<file path="src/hw/rtl/ledkp_pkg.sv">
// Shared types, constants and helper functions for the two-channel LED dimmer.
// Holds the register map, the register reset values and the lamp state record.
// No dependencies.
package ledkp_pkg;

  localparam int unsigned LEVEL_W    = 10;
  localparam int unsigned HOLD_W     = 16;
  localparam int unsigned WAIT_W     = 8;
  localparam int unsigned RATE_W     = 6;
  localparam int unsigned CFG_IDX_W  = 3;
  localparam int unsigned CFG_DATA_W = 16;

  // Register map
  localparam logic [CFG_IDX_W-1:0] CFG_LEVEL_STEP    = 3'd0;
  localparam logic [CFG_IDX_W-1:0] CFG_LEVEL_CEILING = 3'd1;
  localparam logic [CFG_IDX_W-1:0] CFG_MIN_ON_LEVEL  = 3'd2;
  localparam logic [CFG_IDX_W-1:0] CFG_LONG_PRESS    = 3'd3;
  localparam logic [CFG_IDX_W-1:0] CFG_DEBOUNCE      = 3'd4;
  localparam logic [CFG_IDX_W-1:0] CFG_IR_OVERRIDE   = 3'd5;
  localparam logic [CFG_IDX_W-1:0] CFG_VIS_OVERRIDE  = 3'd6;
  localparam logic [CFG_IDX_W-1:0] CFG_RATE_MAX      = 3'd7;

  localparam logic [RATE_W-1:0] RATE_RESET = 6'd5;

  typedef struct packed {
    logic [LEVEL_W-1:0] level_step;
    logic [LEVEL_W-1:0] level_ceiling;
    logic [LEVEL_W-1:0] min_on_level;
    logic [HOLD_W-1:0]  long_press_ticks;
    logic [WAIT_W-1:0]  debounce_ticks;
    logic [LEVEL_W-1:0] ir_override_level;
    logic [LEVEL_W-1:0] vis_override_level;
    logic [RATE_W-1:0]  strobe_rate_max;
  } cfg_t;

  localparam cfg_t CFG_RESET = '{
    level_step:         10'd50,
    level_ceiling:      10'd1000,
    min_on_level:       10'd30,
    long_press_ticks:   16'd500,
    debounce_ticks:     8'd20,
    ir_override_level:  10'd1000,
    vis_override_level: 10'd500,
    strobe_rate_max:    6'd20
  };

  // Brightness, channel, strobe and compare state
  typedef struct packed {
    logic [LEVEL_W-1:0] ir_level;
    logic [LEVEL_W-1:0] vis_level;
    logic               chan;
    logic               strobe_on;
    logic [RATE_W-1:0]  rate;
    logic               phase;
    logic [HOLD_W-1:0]  elapsed;
    logic [LEVEL_W-1:0] ir_out;
    logic [LEVEL_W-1:0] vis_out;
  } lamp_t;

  // One sampled tick word
  typedef struct packed {
    logic ext_ir;
    logic ext_vis;
    logic mode_key;
    logic up_key;
    logic down_key;
  } tick_t;

  // Drive zero for levels below the minimum
  function automatic logic [LEVEL_W-1:0] gated(logic [LEVEL_W-1:0] lvl,
                                               logic [LEVEL_W-1:0] min_on);
    return (lvl >= min_on) ? lvl : '0;
  endfunction

  // Show the selected channel, dark the other one
  function automatic lamp_t show_selected(lamp_t s, logic on, logic [LEVEL_W-1:0] min_on);
    lamp_t r;
    r = s;
    if (!s.chan) begin
      r.ir_out  = on ? gated(s.ir_level, min_on) : '0;
      r.vis_out = '0;
    end else begin
      r.vis_out = on ? gated(s.vis_level, min_on) : '0;
      r.ir_out  = '0;
    end
    return r;
  endfunction

  // Up press: raise strobe rate or level with clamping
  function automatic lamp_t key_up(lamp_t s, cfg_t c);
    lamp_t              r;
    logic [RATE_W-1:0]  mx;
    logic [RATE_W:0]    inc;
    logic [LEVEL_W-1:0] lv;
    logic [LEVEL_W:0]   sum;
    r = s;
    if (s.strobe_on) begin
      mx     = (c.strobe_rate_max != '0) ? c.strobe_rate_max : RATE_W'(1);
      inc    = {1'b0, s.rate} + (RATE_W+1)'(1);
      r.rate = (inc <= {1'b0, mx}) ? inc[RATE_W-1:0] : mx;
    end else begin
      lv  = s.chan ? s.vis_level : s.ir_level;
      sum = {1'b0, lv} + {1'b0, c.level_step};
      lv  = (sum <= {1'b0, c.level_ceiling}) ? sum[LEVEL_W-1:0] : c.level_ceiling;
      if (s.chan) r.vis_level = lv;
      else        r.ir_level  = lv;
      r = show_selected(r, 1'b1, c.min_on_level);
    end
    return r;
  endfunction

  // Down press: lower strobe rate or level, drop to zero near the floor
  function automatic lamp_t key_down(lamp_t s, cfg_t c);
    lamp_t              r;
    logic [LEVEL_W-1:0] lv;
    logic [LEVEL_W:0]   floor_sum;
    r = s;
    if (s.strobe_on) begin
      r.rate = (s.rate > RATE_W'(2)) ? s.rate - RATE_W'(1) : RATE_W'(1);
    end else begin
      lv        = s.chan ? s.vis_level : s.ir_level;
      floor_sum = {1'b0, c.level_step} + {1'b0, c.min_on_level};
      lv        = ({1'b0, lv} >= floor_sum) ? lv - c.level_step : '0;
      if (s.chan) r.vis_level = lv;
      else        r.ir_level  = lv;
      r = show_selected(r, 1'b1, c.min_on_level);
    end
    return r;
  endfunction

endpackage

</file>
<file path="src/hw/rtl/two_channel_led_dimmer_keypad_control.sv">
// Top level of the two-channel LED dimmer with keypad, override pins and strobe.
// Uses ledkp_pkg for the register map, the lamp state record and key helpers.
// Contains the tick sequencer and the restoring divider for the strobe period.
//
//   port group   direction  handshake                 contents
//   in_*         in         in_valid_i / in_stall_o    one tick word: pins and key levels
//   out_*        out        out_valid_o / out_stall_i  compares, channel, strobe, override
//   cfg_*        in         cfg_valid_i / cfg_ready_o  register index and write data
//
// From acceptance to the next acceptance each tick word passes through the pins and keys
// step, the one-bit-per-cycle divider that forms the strobe half period over DW quotient
// bits (DW is the bit count of TICKS_PER_SECOND), the finish step, and back to idle,
// where the next word is taken.
// The result register frees the input side: a new word is taken while a result waits.
// A stalled result holds the finish step until the result register is free.
// Reset is asynchronous, active low; the register port is always ready.
module two_channel_led_dimmer_keypad_control
  import ledkp_pkg::*;
#(
  parameter int unsigned TICKS_PER_SECOND = 1000
) (
  input  logic                  clk_i,
  input  logic                  rst_ni,
  // tick words
  input  logic                  in_valid_i,
  output logic                  in_stall_o,
  input  logic                  ext_ir_pin_i,
  input  logic                  ext_vis_pin_i,
  input  logic                  mode_key_i,
  input  logic                  up_key_i,
  input  logic                  down_key_i,
  // result words
  output logic                  out_valid_o,
  input  logic                  out_stall_i,
  output logic [LEVEL_W-1:0]    ir_compare_o,
  output logic [LEVEL_W-1:0]    vis_compare_o,
  output logic                  selected_channel_o,
  output logic                  strobe_active_o,
  output logic                  override_active_o,
  // register writes
  input  logic                  cfg_valid_i,
  output logic                  cfg_ready_o,
  input  logic [CFG_IDX_W-1:0]  cfg_index_i,
  input  logic [CFG_DATA_W-1:0] cfg_data_i
);

  localparam int unsigned DW    = $clog2(TICKS_PER_SECOND + 1);
  localparam int unsigned CNT_W = $clog2(DW);
  localparam logic [CNT_W-1:0] CNT_LAST = CNT_W'(DW - 1);
  localparam logic [DW-1:0]    DIVIDEND = DW'(TICKS_PER_SECOND);

  typedef enum logic [1:0] {
    S_IDLE,
    S_KEYS,
    S_DIV,
    S_FIN
  } state_e;

  state_e             state_q, state_d;
  cfg_t               cfg_q, cfg_d;
  lamp_t              lamp_q, lamp_d;
  tick_t              tick_q, tick_d;
  logic               blocked_q, blocked_d;
  logic               mode_prev_q, mode_prev_d;
  logic               up_prev_q, up_prev_d;
  logic               down_prev_q, down_prev_d;
  logic [HOLD_W-1:0]  hold_q, hold_d;
  logic [WAIT_W-1:0]  up_wcnt_q, up_wcnt_d;
  logic [WAIT_W-1:0]  down_wcnt_q, down_wcnt_d;
  logic [RATE_W-1:0]  rem_q, rem_d;
  logic [DW-1:0]      quo_q, quo_d;
  logic [CNT_W-1:0]   cnt_q, cnt_d;
  logic               out_valid_q, out_valid_d;
  logic [LEVEL_W-1:0] out_ir_q, out_ir_d;
  logic [LEVEL_W-1:0] out_vis_q, out_vis_d;
  logic               out_chan_q, out_chan_d;
  logic               out_strobe_q, out_strobe_d;
  logic               out_ovr_q, out_ovr_d;

  assign in_stall_o         = (state_q != S_IDLE);
  assign cfg_ready_o        = 1'b1;
  assign out_valid_o        = out_valid_q;
  assign ir_compare_o       = out_ir_q;
  assign vis_compare_o      = out_vis_q;
  assign selected_channel_o = out_chan_q;
  assign strobe_active_o    = out_strobe_q;
  assign override_active_o  = out_ovr_q;

  // Next state of the sequencer, the divider and the lamp state
  always_comb begin : next_state
    lamp_t             s;
    logic              blk;
    logic              mp, upp, dnp;
    logic [HOLD_W-1:0] hold;
    logic [WAIT_W-1:0] uw, dw;
    logic [RATE_W:0]   trial, den;
    logic [HOLD_W-1:0] half;

    state_d      = state_q;
    cfg_d        = cfg_q;
    lamp_d       = lamp_q;
    tick_d       = tick_q;
    blocked_d    = blocked_q;
    mode_prev_d  = mode_prev_q;
    up_prev_d    = up_prev_q;
    down_prev_d  = down_prev_q;
    hold_d       = hold_q;
    up_wcnt_d    = up_wcnt_q;
    down_wcnt_d  = down_wcnt_q;
    rem_d        = rem_q;
    quo_d        = quo_q;
    cnt_d        = cnt_q;
    out_valid_d  = out_valid_q;
    out_ir_d     = out_ir_q;
    out_vis_d    = out_vis_q;
    out_chan_d   = out_chan_q;
    out_strobe_d = out_strobe_q;
    out_ovr_d    = out_ovr_q;

    s     = lamp_q;
    blk   = blocked_q;
    mp    = mode_prev_q;
    upp   = up_prev_q;
    dnp   = down_prev_q;
    hold  = hold_q;
    uw    = up_wcnt_q;
    dw    = down_wcnt_q;
    den   = (lamp_q.rate != '0) ? {1'b0, lamp_q.rate} : (RATE_W+1)'(1);
    trial = {rem_q, quo_q[DW-1]};
    half  = HOLD_W'(quo_q >> 1);

    // Register writes
    if (cfg_valid_i && cfg_ready_o) begin
      unique case (cfg_index_i)
        CFG_LEVEL_STEP:    cfg_d.level_step         = cfg_data_i[LEVEL_W-1:0];
        CFG_LEVEL_CEILING: cfg_d.level_ceiling      = cfg_data_i[LEVEL_W-1:0];
        CFG_MIN_ON_LEVEL:  cfg_d.min_on_level       = cfg_data_i[LEVEL_W-1:0];
        CFG_LONG_PRESS:    cfg_d.long_press_ticks   = cfg_data_i[HOLD_W-1:0];
        CFG_DEBOUNCE:      cfg_d.debounce_ticks     = cfg_data_i[WAIT_W-1:0];
        CFG_IR_OVERRIDE:   cfg_d.ir_override_level  = cfg_data_i[LEVEL_W-1:0];
        CFG_VIS_OVERRIDE:  cfg_d.vis_override_level = cfg_data_i[LEVEL_W-1:0];
        CFG_RATE_MAX:      cfg_d.strobe_rate_max    = cfg_data_i[RATE_W-1:0];
        default: ;
      endcase
    end

    // Drop the result word once taken
    if (out_valid_q && !out_stall_i) out_valid_d = 1'b0;

    unique case (state_q)
      S_IDLE: begin
        if (in_valid_i) begin
          tick_d  = '{ext_ir: ext_ir_pin_i, ext_vis: ext_vis_pin_i, mode_key: mode_key_i,
                      up_key: up_key_i, down_key: down_key_i};
          state_d = S_KEYS;
        end
      end

      S_KEYS: begin
        // Advance both tick counters
        if (hold != '1)      hold      = hold + HOLD_W'(1);
        if (s.elapsed != '1) s.elapsed = s.elapsed + HOLD_W'(1);

        // Decode the override pins
        if (tick_q.ext_ir && tick_q.ext_vis) begin
          s.ir_out  = '0;
          s.vis_out = '0;
          blk       = 1'b0;
        end else if (tick_q.ext_ir) begin
          s.strobe_on = 1'b0;
          s.vis_out   = '0;
          s.ir_out    = cfg_q.ir_override_level;
          blk         = 1'b1;
        end else if (tick_q.ext_vis) begin
          s.strobe_on = 1'b0;
          s.ir_out    = '0;
          s.vis_out   = cfg_q.vis_override_level;
          blk         = 1'b1;
        end else begin
          blk = 1'b0;
        end

        if (!blk) begin
          // Mode key: restart hold on press, act on release
          if (mp && !tick_q.mode_key) begin
            hold = '0;
          end else if (!mp && tick_q.mode_key) begin
            if (hold >= cfg_q.long_press_ticks) begin
              s.strobe_on = ~s.strobe_on;
              if (s.strobe_on) begin
                s.ir_out  = '0;
                s.vis_out = '0;
                s.phase   = 1'b0;
                s.elapsed = '0;
              end else begin
                s = show_selected(s, 1'b1, cfg_q.min_on_level);
              end
            end else if (!s.strobe_on) begin
              s.chan = ~s.chan;
              s      = show_selected(s, 1'b1, cfg_q.min_on_level);
            end
          end
          mp = tick_q.mode_key;

          // Up key: debounce recheck, then falling edge
          if (uw != '0) begin
            uw = uw - WAIT_W'(1);
            if (uw == '0 && !tick_q.up_key) s = key_up(s, cfg_q);
          end
          if (upp && !tick_q.up_key) begin
            if (cfg_q.debounce_ticks == '0) s = key_up(s, cfg_q);
            else                            uw = cfg_q.debounce_ticks;
          end
          upp = tick_q.up_key;

          // Down key: same scheme on the updated state
          if (dw != '0) begin
            dw = dw - WAIT_W'(1);
            if (dw == '0 && !tick_q.down_key) s = key_down(s, cfg_q);
          end
          if (dnp && !tick_q.down_key) begin
            if (cfg_q.debounce_ticks == '0) s = key_down(s, cfg_q);
            else                            dw = cfg_q.debounce_ticks;
          end
          dnp = tick_q.down_key;
        end

        lamp_d      = s;
        blocked_d   = blk;
        mode_prev_d = mp;
        up_prev_d   = upp;
        down_prev_d = dnp;
        hold_d      = hold;
        up_wcnt_d   = uw;
        down_wcnt_d = dw;

        // Load the divider with the tick rate
        rem_d   = '0;
        quo_d   = DIVIDEND;
        cnt_d   = '0;
        state_d = S_DIV;
      end

      S_DIV: begin
        // One restoring step per cycle
        if (trial >= den) begin
          rem_d = RATE_W'(trial - den);
          quo_d = {quo_q[DW-2:0], 1'b1};
        end else begin
          rem_d = trial[RATE_W-1:0];
          quo_d = {quo_q[DW-2:0], 1'b0};
        end
        cnt_d = cnt_q + CNT_W'(1);
        if (cnt_q == CNT_LAST) state_d = S_FIN;
      end

      S_FIN: begin
        // Service the strobe and publish once the result register is free
        if (!(out_valid_q && out_stall_i)) begin
          if (s.strobe_on && (s.elapsed >= half)) begin
            s.elapsed = '0;
            s.phase   = ~s.phase;
            s         = show_selected(s, s.phase, cfg_q.min_on_level);
          end
          lamp_d       = s;
          out_valid_d  = 1'b1;
          out_ir_d     = s.ir_out;
          out_vis_d    = s.vis_out;
          out_chan_d   = s.chan;
          out_strobe_d = s.strobe_on;
          out_ovr_d    = blocked_q;
          state_d      = S_IDLE;
        end
      end

      default: state_d = S_IDLE;
    endcase
  end

  // State, registers and registered outputs
  always_ff @(posedge clk_i or negedge rst_ni) begin
    if (!rst_ni) begin
      state_q      <= S_IDLE;
      cfg_q        <= CFG_RESET;
      lamp_q       <= '{ir_level: '0, vis_level: '0, chan: 1'b0, strobe_on: 1'b0,
                        rate: RATE_RESET, phase: 1'b0, elapsed: '0, ir_out: '0,
                        vis_out: '0};
      tick_q       <= '0;
      blocked_q    <= 1'b0;
      mode_prev_q  <= 1'b1;
      up_prev_q    <= 1'b1;
      down_prev_q  <= 1'b1;
      hold_q       <= '0;
      up_wcnt_q    <= '0;
      down_wcnt_q  <= '0;
      rem_q        <= '0;
      quo_q        <= '0;
      cnt_q        <= '0;
      out_valid_q  <= 1'b0;
      out_ir_q     <= '0;
      out_vis_q    <= '0;
      out_chan_q   <= 1'b0;
      out_strobe_q <= 1'b0;
      out_ovr_q    <= 1'b0;
    end else begin
      state_q      <= state_d;
      cfg_q        <= cfg_d;
      lamp_q       <= lamp_d;
      tick_q       <= tick_d;
      blocked_q    <= blocked_d;
      mode_prev_q  <= mode_prev_d;
      up_prev_q    <= up_prev_d;
      down_prev_q  <= down_prev_d;
      hold_q       <= hold_d;
      up_wcnt_q    <= up_wcnt_d;
      down_wcnt_q  <= down_wcnt_d;
      rem_q        <= rem_d;
      quo_q        <= quo_d;
      cnt_q        <= cnt_d;
      out_valid_q  <= out_valid_d;
      out_ir_q     <= out_ir_d;
      out_vis_q    <= out_vis_d;
      out_chan_q   <= out_chan_d;
      out_strobe_q <= out_strobe_d;
      out_ovr_q    <= out_ovr_d;
    end
  end

  // An accepted word keeps the input side busy in the next cycle
  assert property (@(posedge clk_i) disable iff (!rst_ni)
    in_valid_i && !in_stall_o |=> in_stall_o)
    else $error("input side free right after accepting a word");

  // A new result word only comes from the finish step
  assert property (@(posedge clk_i) disable iff (!rst_ni)
    $rose(out_valid_q) |-> $past(state_q == S_FIN))
    else $error("result word raised outside the finish step");

  // An override that blocks the keys has cancelled strobe
  assert property (@(posedge clk_i) disable iff (!rst_ni)
    blocked_q |-> !lamp_q.strobe_on)
    else $error("strobe on while keys are blocked");

  // The divisor never reaches zero
  assert property (@(posedge clk_i) disable iff (!rst_ni)
    lamp_q.rate != '0)
    else $error("strobe rate reached zero");

endmodule

</file>
<file path="config.mk">
export PLATFORM = sky130hd
export DESIGN_NAME = two_channel_led_dimmer_keypad_control
export DESIGN_NICKNAME = d
export VERILOG_FILES = /design/src/hw/rtl/ledkp_pkg.sv /design/src/hw/rtl/two_channel_led_dimmer_keypad_control.sv
export SDC_FILE = /design/constraint.sdc
export NUM_CORES = 1
export LEC_CHECK = 0
export ABC_AREA = 1
export BUFFER_PORTS_ARGS = -buffer_cell sky130_fd_sc_hd__buf_4
export CAP_MARGIN = 20
export CELL_PAD_IN_SITES_DETAIL_PLACEMENT = 1
export CELL_PAD_IN_SITES_GLOBAL_PLACEMENT = 2
export CORE_UTILIZATION = 39
export DETAILED_ROUTE_END_ITERATION = 10
export GPL_ROUTABILITY_DRIVEN = 1
export PLACE_DENSITY = 0.88
export RECOVER_POWER = 100
export SLEW_MARGIN = 20
export SYNTH_ARGS = -nofsm -noshare
export SYNTH_HDL_FRONTEND = slang
export SYNTH_SLANG_ARGS = --single-unit
</file>
<file path="constraint.sdc">
create_clock -name clk_i -period 39.5 [get_ports clk_i]
set_input_delay 3.95 -clock clk_i [delete_from_list [all_inputs] [get_ports clk_i]]
set_output_delay 3.95 -clock clk_i [all_outputs]
set_load 0.05 [all_outputs]
</file>
* Yosys cells after proc, flatten, opt, wreduce, memory -nomap -nowiden *
Cells that the tools add are included.

storage, ports and cells
  bits in registers = 232
  bits in latches = 0
  bits in writable memories = 0
  bits in read-only memories = 0
  input port bits = 29
  output and inout bits = 26
  word-level logic and storage cells = 295
  memories kept = 0

cells by class
  add/sub/neg operators = 15
  $mul = 0
  div/mod/pow operators = 0
  order comparisons = 21
  equal/unequal tests = 18
  shift operators = 0
  mux-type cells = 152
  bitwise logic cells = 6
  reductions and logical operators = 44

operators with widths
  operator                                          number
  two-way mux 65 bit                                17
  two-way mux 10 bit                                68
  two-way mux 20 bit                                14
  two-way mux 45 bit                                5
  one-hot mux 65 bit (2 select lines)               1
  greater-or-equal comparator 10 bit                10
  two-way mux 22 bit                                4
  two-way mux 16 bit                                5
  two-way mux 37 bit                                2
  two-way mux 6 bit                                 11
  two-way mux 8 bit                                 6
  adder 10 x 10 -> 11 bit                           3
  adder 16 x 1 -> 16 bit, second input constant     2
  != test 16 bit, second input constant             2
  logical NOT 8 bit                                 3
  AND reduction 2 bit                               12
  greater-or-equal comparator 10 x 11 -> 1 bit      2
  less-or-equal comparator 11 x 10 -> 1 bit         2
  one-hot mux 10 bit (2 select lines)               1
  subtractor 10 bit                                 2
  greater-or-equal comparator 16 bit                1
  greater-or-equal comparator 16 x 9 -> 1 bit       1
  nonzero test 8 bit                                2
  subtractor 8 x 1 -> 8 bit, second input constant  2
  28 further kinds                                  78

* Logic depth before layout (Yosys ltp) *
  depth in word-level cells = 80
  mapped depth = 138
  mapped depth without buffers = 133

* Least setup slack after synthesis *
Ideal clock, no wire load.

  path type = reg2reg
  from = register hold_q[0]
  to = register lamp_q[11] (netlist name)
  library setup time = 0.123 ns
  arrival = 15.613 ns
  data required time = 39.377 ns
  path slack = 23.764 ns
  cell stages (with the launch flop) = 129
  path buffers = 6
  clock period less this slack = 15.736 ns
  path through = dfrtp_1 ha_1 inv_1 nor3_1 and3_1 nand2_1 inv_1 nand2_1 nand3_1 nor3_1 inv_1 nor3_1 xor2_1 ha_1 nand2_1 nand2_1 nand2_1 nand2_1 [... 93 more ...] nand2_1 nand2_1 nand2_1 nand2_1 inv_1 ha_1 nand2_1 nor2_1 o211ai_1 o2111ai_1 a31oi_1 nor2_1 nand2_1 inv_1 a21oi_1 a22oi_1 o21ai_0 nand2_1

on the way
  word-level cells in the longest chain between the ends = 70
  elaborated cells between the ends (all ways) = 103
  those cells by class = add/sub: 5; order compare: 9; eq/ne: 1; mux: 88

ends and longest elaborated chain
  element                                                          line                                          source
  from (decl)                                                      two_channel_led_dimmer_keypad_control.sv:67   logic [HOLD_W-1:0] hold_q, hold_d;
  from (signal assigned)                                           two_channel_led_dimmer_keypad_control.sv:314  hold_q <= hold_d;
  adder 16 x 1 -> 16 bit / != test 16 bit (equally long branches)  two_channel_led_dimmer_keypad_control.sv:161  if (hold != '1) hold = hold + HOLD_W'(1);
  two-way mux 16 bit *                                             two_channel_led_dimmer_keypad_control.sv:161
  two-way mux 16 bit *                                             two_channel_led_dimmer_keypad_control.sv:150  unique case (state_q)
  greater-or-equal comparator 16 bit *                             two_channel_led_dimmer_keypad_control.sv:188  if (hold >= cfg_q.long_press_ticks) begin
  two-way mux 45 bit *                                             two_channel_led_dimmer_keypad_control.sv:188
  two-way mux 45 bit *                                             two_channel_led_dimmer_keypad_control.sv:187  end else if (!mp && tick_q.mode_key) begin
  two-way mux 45 bit *                                             two_channel_led_dimmer_keypad_control.sv:185  if (mp && !tick_q.mode_key) begin
  two-way mux 65 bit *                                             two_channel_led_dimmer_keypad_control.sv:183  if (!blk) begin
  [... 54 more ...]                                                n/a
  greater-or-equal comparator 10 bit                               ledkp_pkg.sv:72                               return (lvl >= min_on) ? lvl : '0;
  two-way mux 10 bit                                               ledkp_pkg.sv:72
  two-way mux 20 bit                                               ledkp_pkg.sv:79                               if (!s.chan) begin
  two-way mux 20 bit                                               ledkp_pkg.sv:118                              if (s.strobe_on) begin
  two-way mux 65 bit                                               two_channel_led_dimmer_keypad_control.sv:222  if (cfg_q.debounce_ticks == '0) s = key_down(s, cfg_q);
  two-way mux 65 bit *                                             two_channel_led_dimmer_keypad_control.sv:221  if (dnp && !tick_q.down_key) begin
  two-way mux 65 bit *                                             two_channel_led_dimmer_keypad_control.sv:183
  one-hot mux 65 bit (2 select lines) *                            two_channel_led_dimmer_keypad_control.sv:150
  to (signal assigned)                                             two_channel_led_dimmer_keypad_control.sv:285  lamp_q <= '{ir_level: '0, vis_level: '0, chan: 1'b0, strobe_on: 1'b0,
  to (signal assigned)                                             two_channel_led_dimmer_keypad_control.sv:308  lamp_q <= lamp_d;
  to (decl)                                                        two_channel_led_dimmer_keypad_control.sv:61   lamp_t lamp_q, lamp_d;

Every way passes the cells marked *; elsewhere a longest branch is shown, timed or not. The select of a mux whose other input is x is not followed.
A chain may end at the register's enable or synchronous reset.

* Final worst setup path *
  from = register hold_q[0]
  to = register lamp_q[8] (netlist name)

Same word-level chain as after synthesis.

==> metrics.txt <==
Worst Tran Pin Value=roughly 5 ns; Routed Antenna Nets=0; status=finished, violations left; failing checks=max-capacitance violations, max-slew violations; hpwl dp=approximately 77 mm; Psw=roughly 0.0013 W; post_cts resized=0; fraction of the yosys area taken by sequential cells=a little over a quarter; global placer's final weighted congestion=1.077; Max VDD drop=~0.066 mV; Leakage=roughly 12 nW; first-pass GRT wire length=approximately 150 mm; most common cell after layout, fill and taps aside=nand2_1; clock sink count=roughly 230; Gate power share=between 70% and 80%; initial antenna violation count=5; Crit path arrival time=approximately 24 ns; worst hold-check path type=reg -> reg; post-synth cell types=63; Slew headroom=-242.4%; Initial Util=between 30% and 40%; Post-Syn Instances=3323; Die H=about 240 um; Worst R2R Path Depth=about 120; number of register bits inferred by synthesis=between 200 and 250; CTS tree=built; gr usage total=33.92%; Net Count, Synth=between 3000 and 4000; Final Hold Fails=0; Clk pwr share=between 10% and 20%; CP max stage delay=about 1.4 ns; Worst EP required=~40 ns; Setup crit end kind=flop; die area=approximately 58000 um2; Final Cell Area=about 24000 um2; # port buffers=53; Pre-antenna DRT Iters=7; clk buf depth=3; hold path cells=2; setup total negative slack=0 ns; placed inst area=about 23000 um2; htree depth=1; crit path max fanout=60; Final setup violation count=0; Post-Place Cells=approximately 4100; Worst Clk Skew=a little over 0.04 ns; Final Slew Violations=between 400 and 500; via count=23980; clock root buffer=clkbuf_16; I/O pins=55; Pwr per Cell Area=91.02 nW/um2; Async S/R FF share, synth=between 90% and 100%; CTS clk-pin slew, worst paths=around 0.060 ns; core box area=around 56000 um2; Max stage delay cell, worst path=o21ai_0; post-CTS setup buffer count=0; number of hold buffers added after CTS=0; Nets=between 3000 and 4000; share of layout cells above drive strength 1=under 10%; Crit path top cell by count=nand2_1; WL/cell=around 24 um; YS warnings=0; Top FF cell, synth=dfrtp_1; fin cells=about 4000; Vias per Instance=5.824; Worst-Skew Late Latency=0.61 ns; syn_area_per_cell=around 6.7 um2; maximum clock frequency=between 40 and 50 MHz; vias in the first global route=24220; Die X=approximately 240 um; grt ovf=0; CP startpoint kind=flop; Mapped Area=about 22000 um2; Crit Path Class=reg -> reg; RSZ-0062 raised after global routing=no; most frequent cells in the layout=nand2_1 (902), inv_1 (444), o21ai_0 (405); Reg power frac=about 17%; Num CTS Buffers=29; DRT iter0 DRCs=between 1500 and 2000; Internal Dissipation=approximately 0.0009 W; Routed WL=~98 mm; minimum clock period=between 20 and 25 ns; Sw Ratio=58.78%; fin crit share=between 50 and 60%; Layout fillers=approximately 7400; largest net degree at the start of global routing=roughly 80; Area Growth Syn to Fin=9.228%; drc violations=0; Design Power=0.002207 W; row count=87; EDFF count, synth=0; Max Cap Viol=9
## cell usage after synthesis (all sizes together), types with 18 or more instances
cell type    n  area share [%]
nor3        34            0.81
o21ai      409             9.2
o22ai       71             2.0
a21oi      197             4.5
a31oi       27            0.76
xor2        39             1.5
nand3      151             3.6
ha         254              14
inv        454             7.7
a22oi       19            0.64
dfrtp      192              22
clkbuf      92             1.6
dfstp       40             4.7
nand2      913              16
nand4       26            0.76
nor2       219             4.0
o211ai      18            0.61
## final cells by class
class	count	area, um2	area share (%)
well taps	756	945.9	3.902
clock buffers	42	824.5	3.401
multi-input cells	2525	14200	58.57
inverters	460	1727	7.122
flip-flops and latches	232	5856	24.15
diodes	2	5.005	0.02064
repair buffers	88	518.0	2.137
clock inverters	12	168.9	0.6967
## per-layer routing
layer	global-route usage [%]	routed length (um)	vias to the layer above
met5	0	0	-
met4	15.52	5083	0
met3	6.359	7391	249
met2	52.68	42520	858
met1	45.48	43260	11770
li1	-	-	11110
## sequential cells by signal (all words and copies together), names as in the netlist, 2 cells and up
name,cells
cfg_q,80
hold_q,16
vis_compare_o,10
rem_q,6
lamp_q,65
state_q,2
ir_compare_o,10
tick_q,5
quo_q,10
up_wcnt_q,8
cnt_q,4
down_wcnt_q,8
## power by group through the flow
stage	combinational, W	clock, W	sequential (W)
after floorplan	0.000946	0	0.000390
after CTS	0.00152	0.000289	0.000373
after global placement	0.00146	0	0.000373
final	0.00155	0.000284	0.000374
after global routing	0.00169	0.000295	0.000382
after detailed placement	0.00151	0	0.000377
## stage by stage
step	util (%)	hold WS, ns	worst slack [ns]
3_3_place_gp	41.62	0.4645	18.65
3_5_place_dp	41.64	0.4710	18.11
6_report	43.08	0.4777	16.21
4_1_cts	43.41	0.4885	18.07
2_1_floorplan	-	0.4478	23.76
5_1_grt	43.07	0.5041	14.14
## final timing paths
path / startpoint / to / slack, ns
max in group asynchronous: rst_ni / cfg_q[1]$_DFFE_PN0P_ / 25.38
min in group asynchronous: rst_ni / ir_compare_o[8]$_DFFE_PN0P_ / 5.17
setup reg to reg: hold_q[0]$_DFFE_PN0P_ / lamp_q[8]$_DFFE_PN0P_ / 16.21
setup / recovery: hold_q[0]$_DFFE_PN0P_ / lamp_q[8]$_DFFE_PN0P_ / 16.21
hold reg to reg: ir_compare_o[9]$_DFFE_PN0P_ / ir_compare_o[9]$_DFFE_PN0P_ / 0.48
hold / removal: ir_compare_o[9]$_DFFE_PN0P_ / ir_compare_o[9]$_DFFE_PN0P_ / 0.48
## kinds of logic after synthesis
family / count (synthesis) / synth area share (%)
buffers and inverters: 566 / 9.640
other: 1 / 0.01690
AO/OA/AOI/OAI: 822 / 20.71
multiplexers: 6 / 0.2762
adder cells (fa/ha/maj): 260 / 14.86
AND/OR/NAND/NOR: 1383 / 26.02
XOR/XNOR: 53 / 2.091
flip-flops: 232 / 26.38
## worst max-delay path, delay by kind of cell (launching register included)
kind	cells	cell delay, ns
buffers and inverters	13	2.25
AOI/OAI and AO/OA	34	8.36
adders and majority gates	10	3.33
DFF	1	0.42
muxes	1	0.29
and+or+nand+nor	57	7.67
xor gates and xnor gates	4	0.77
(Power assumes the default switching activity.)
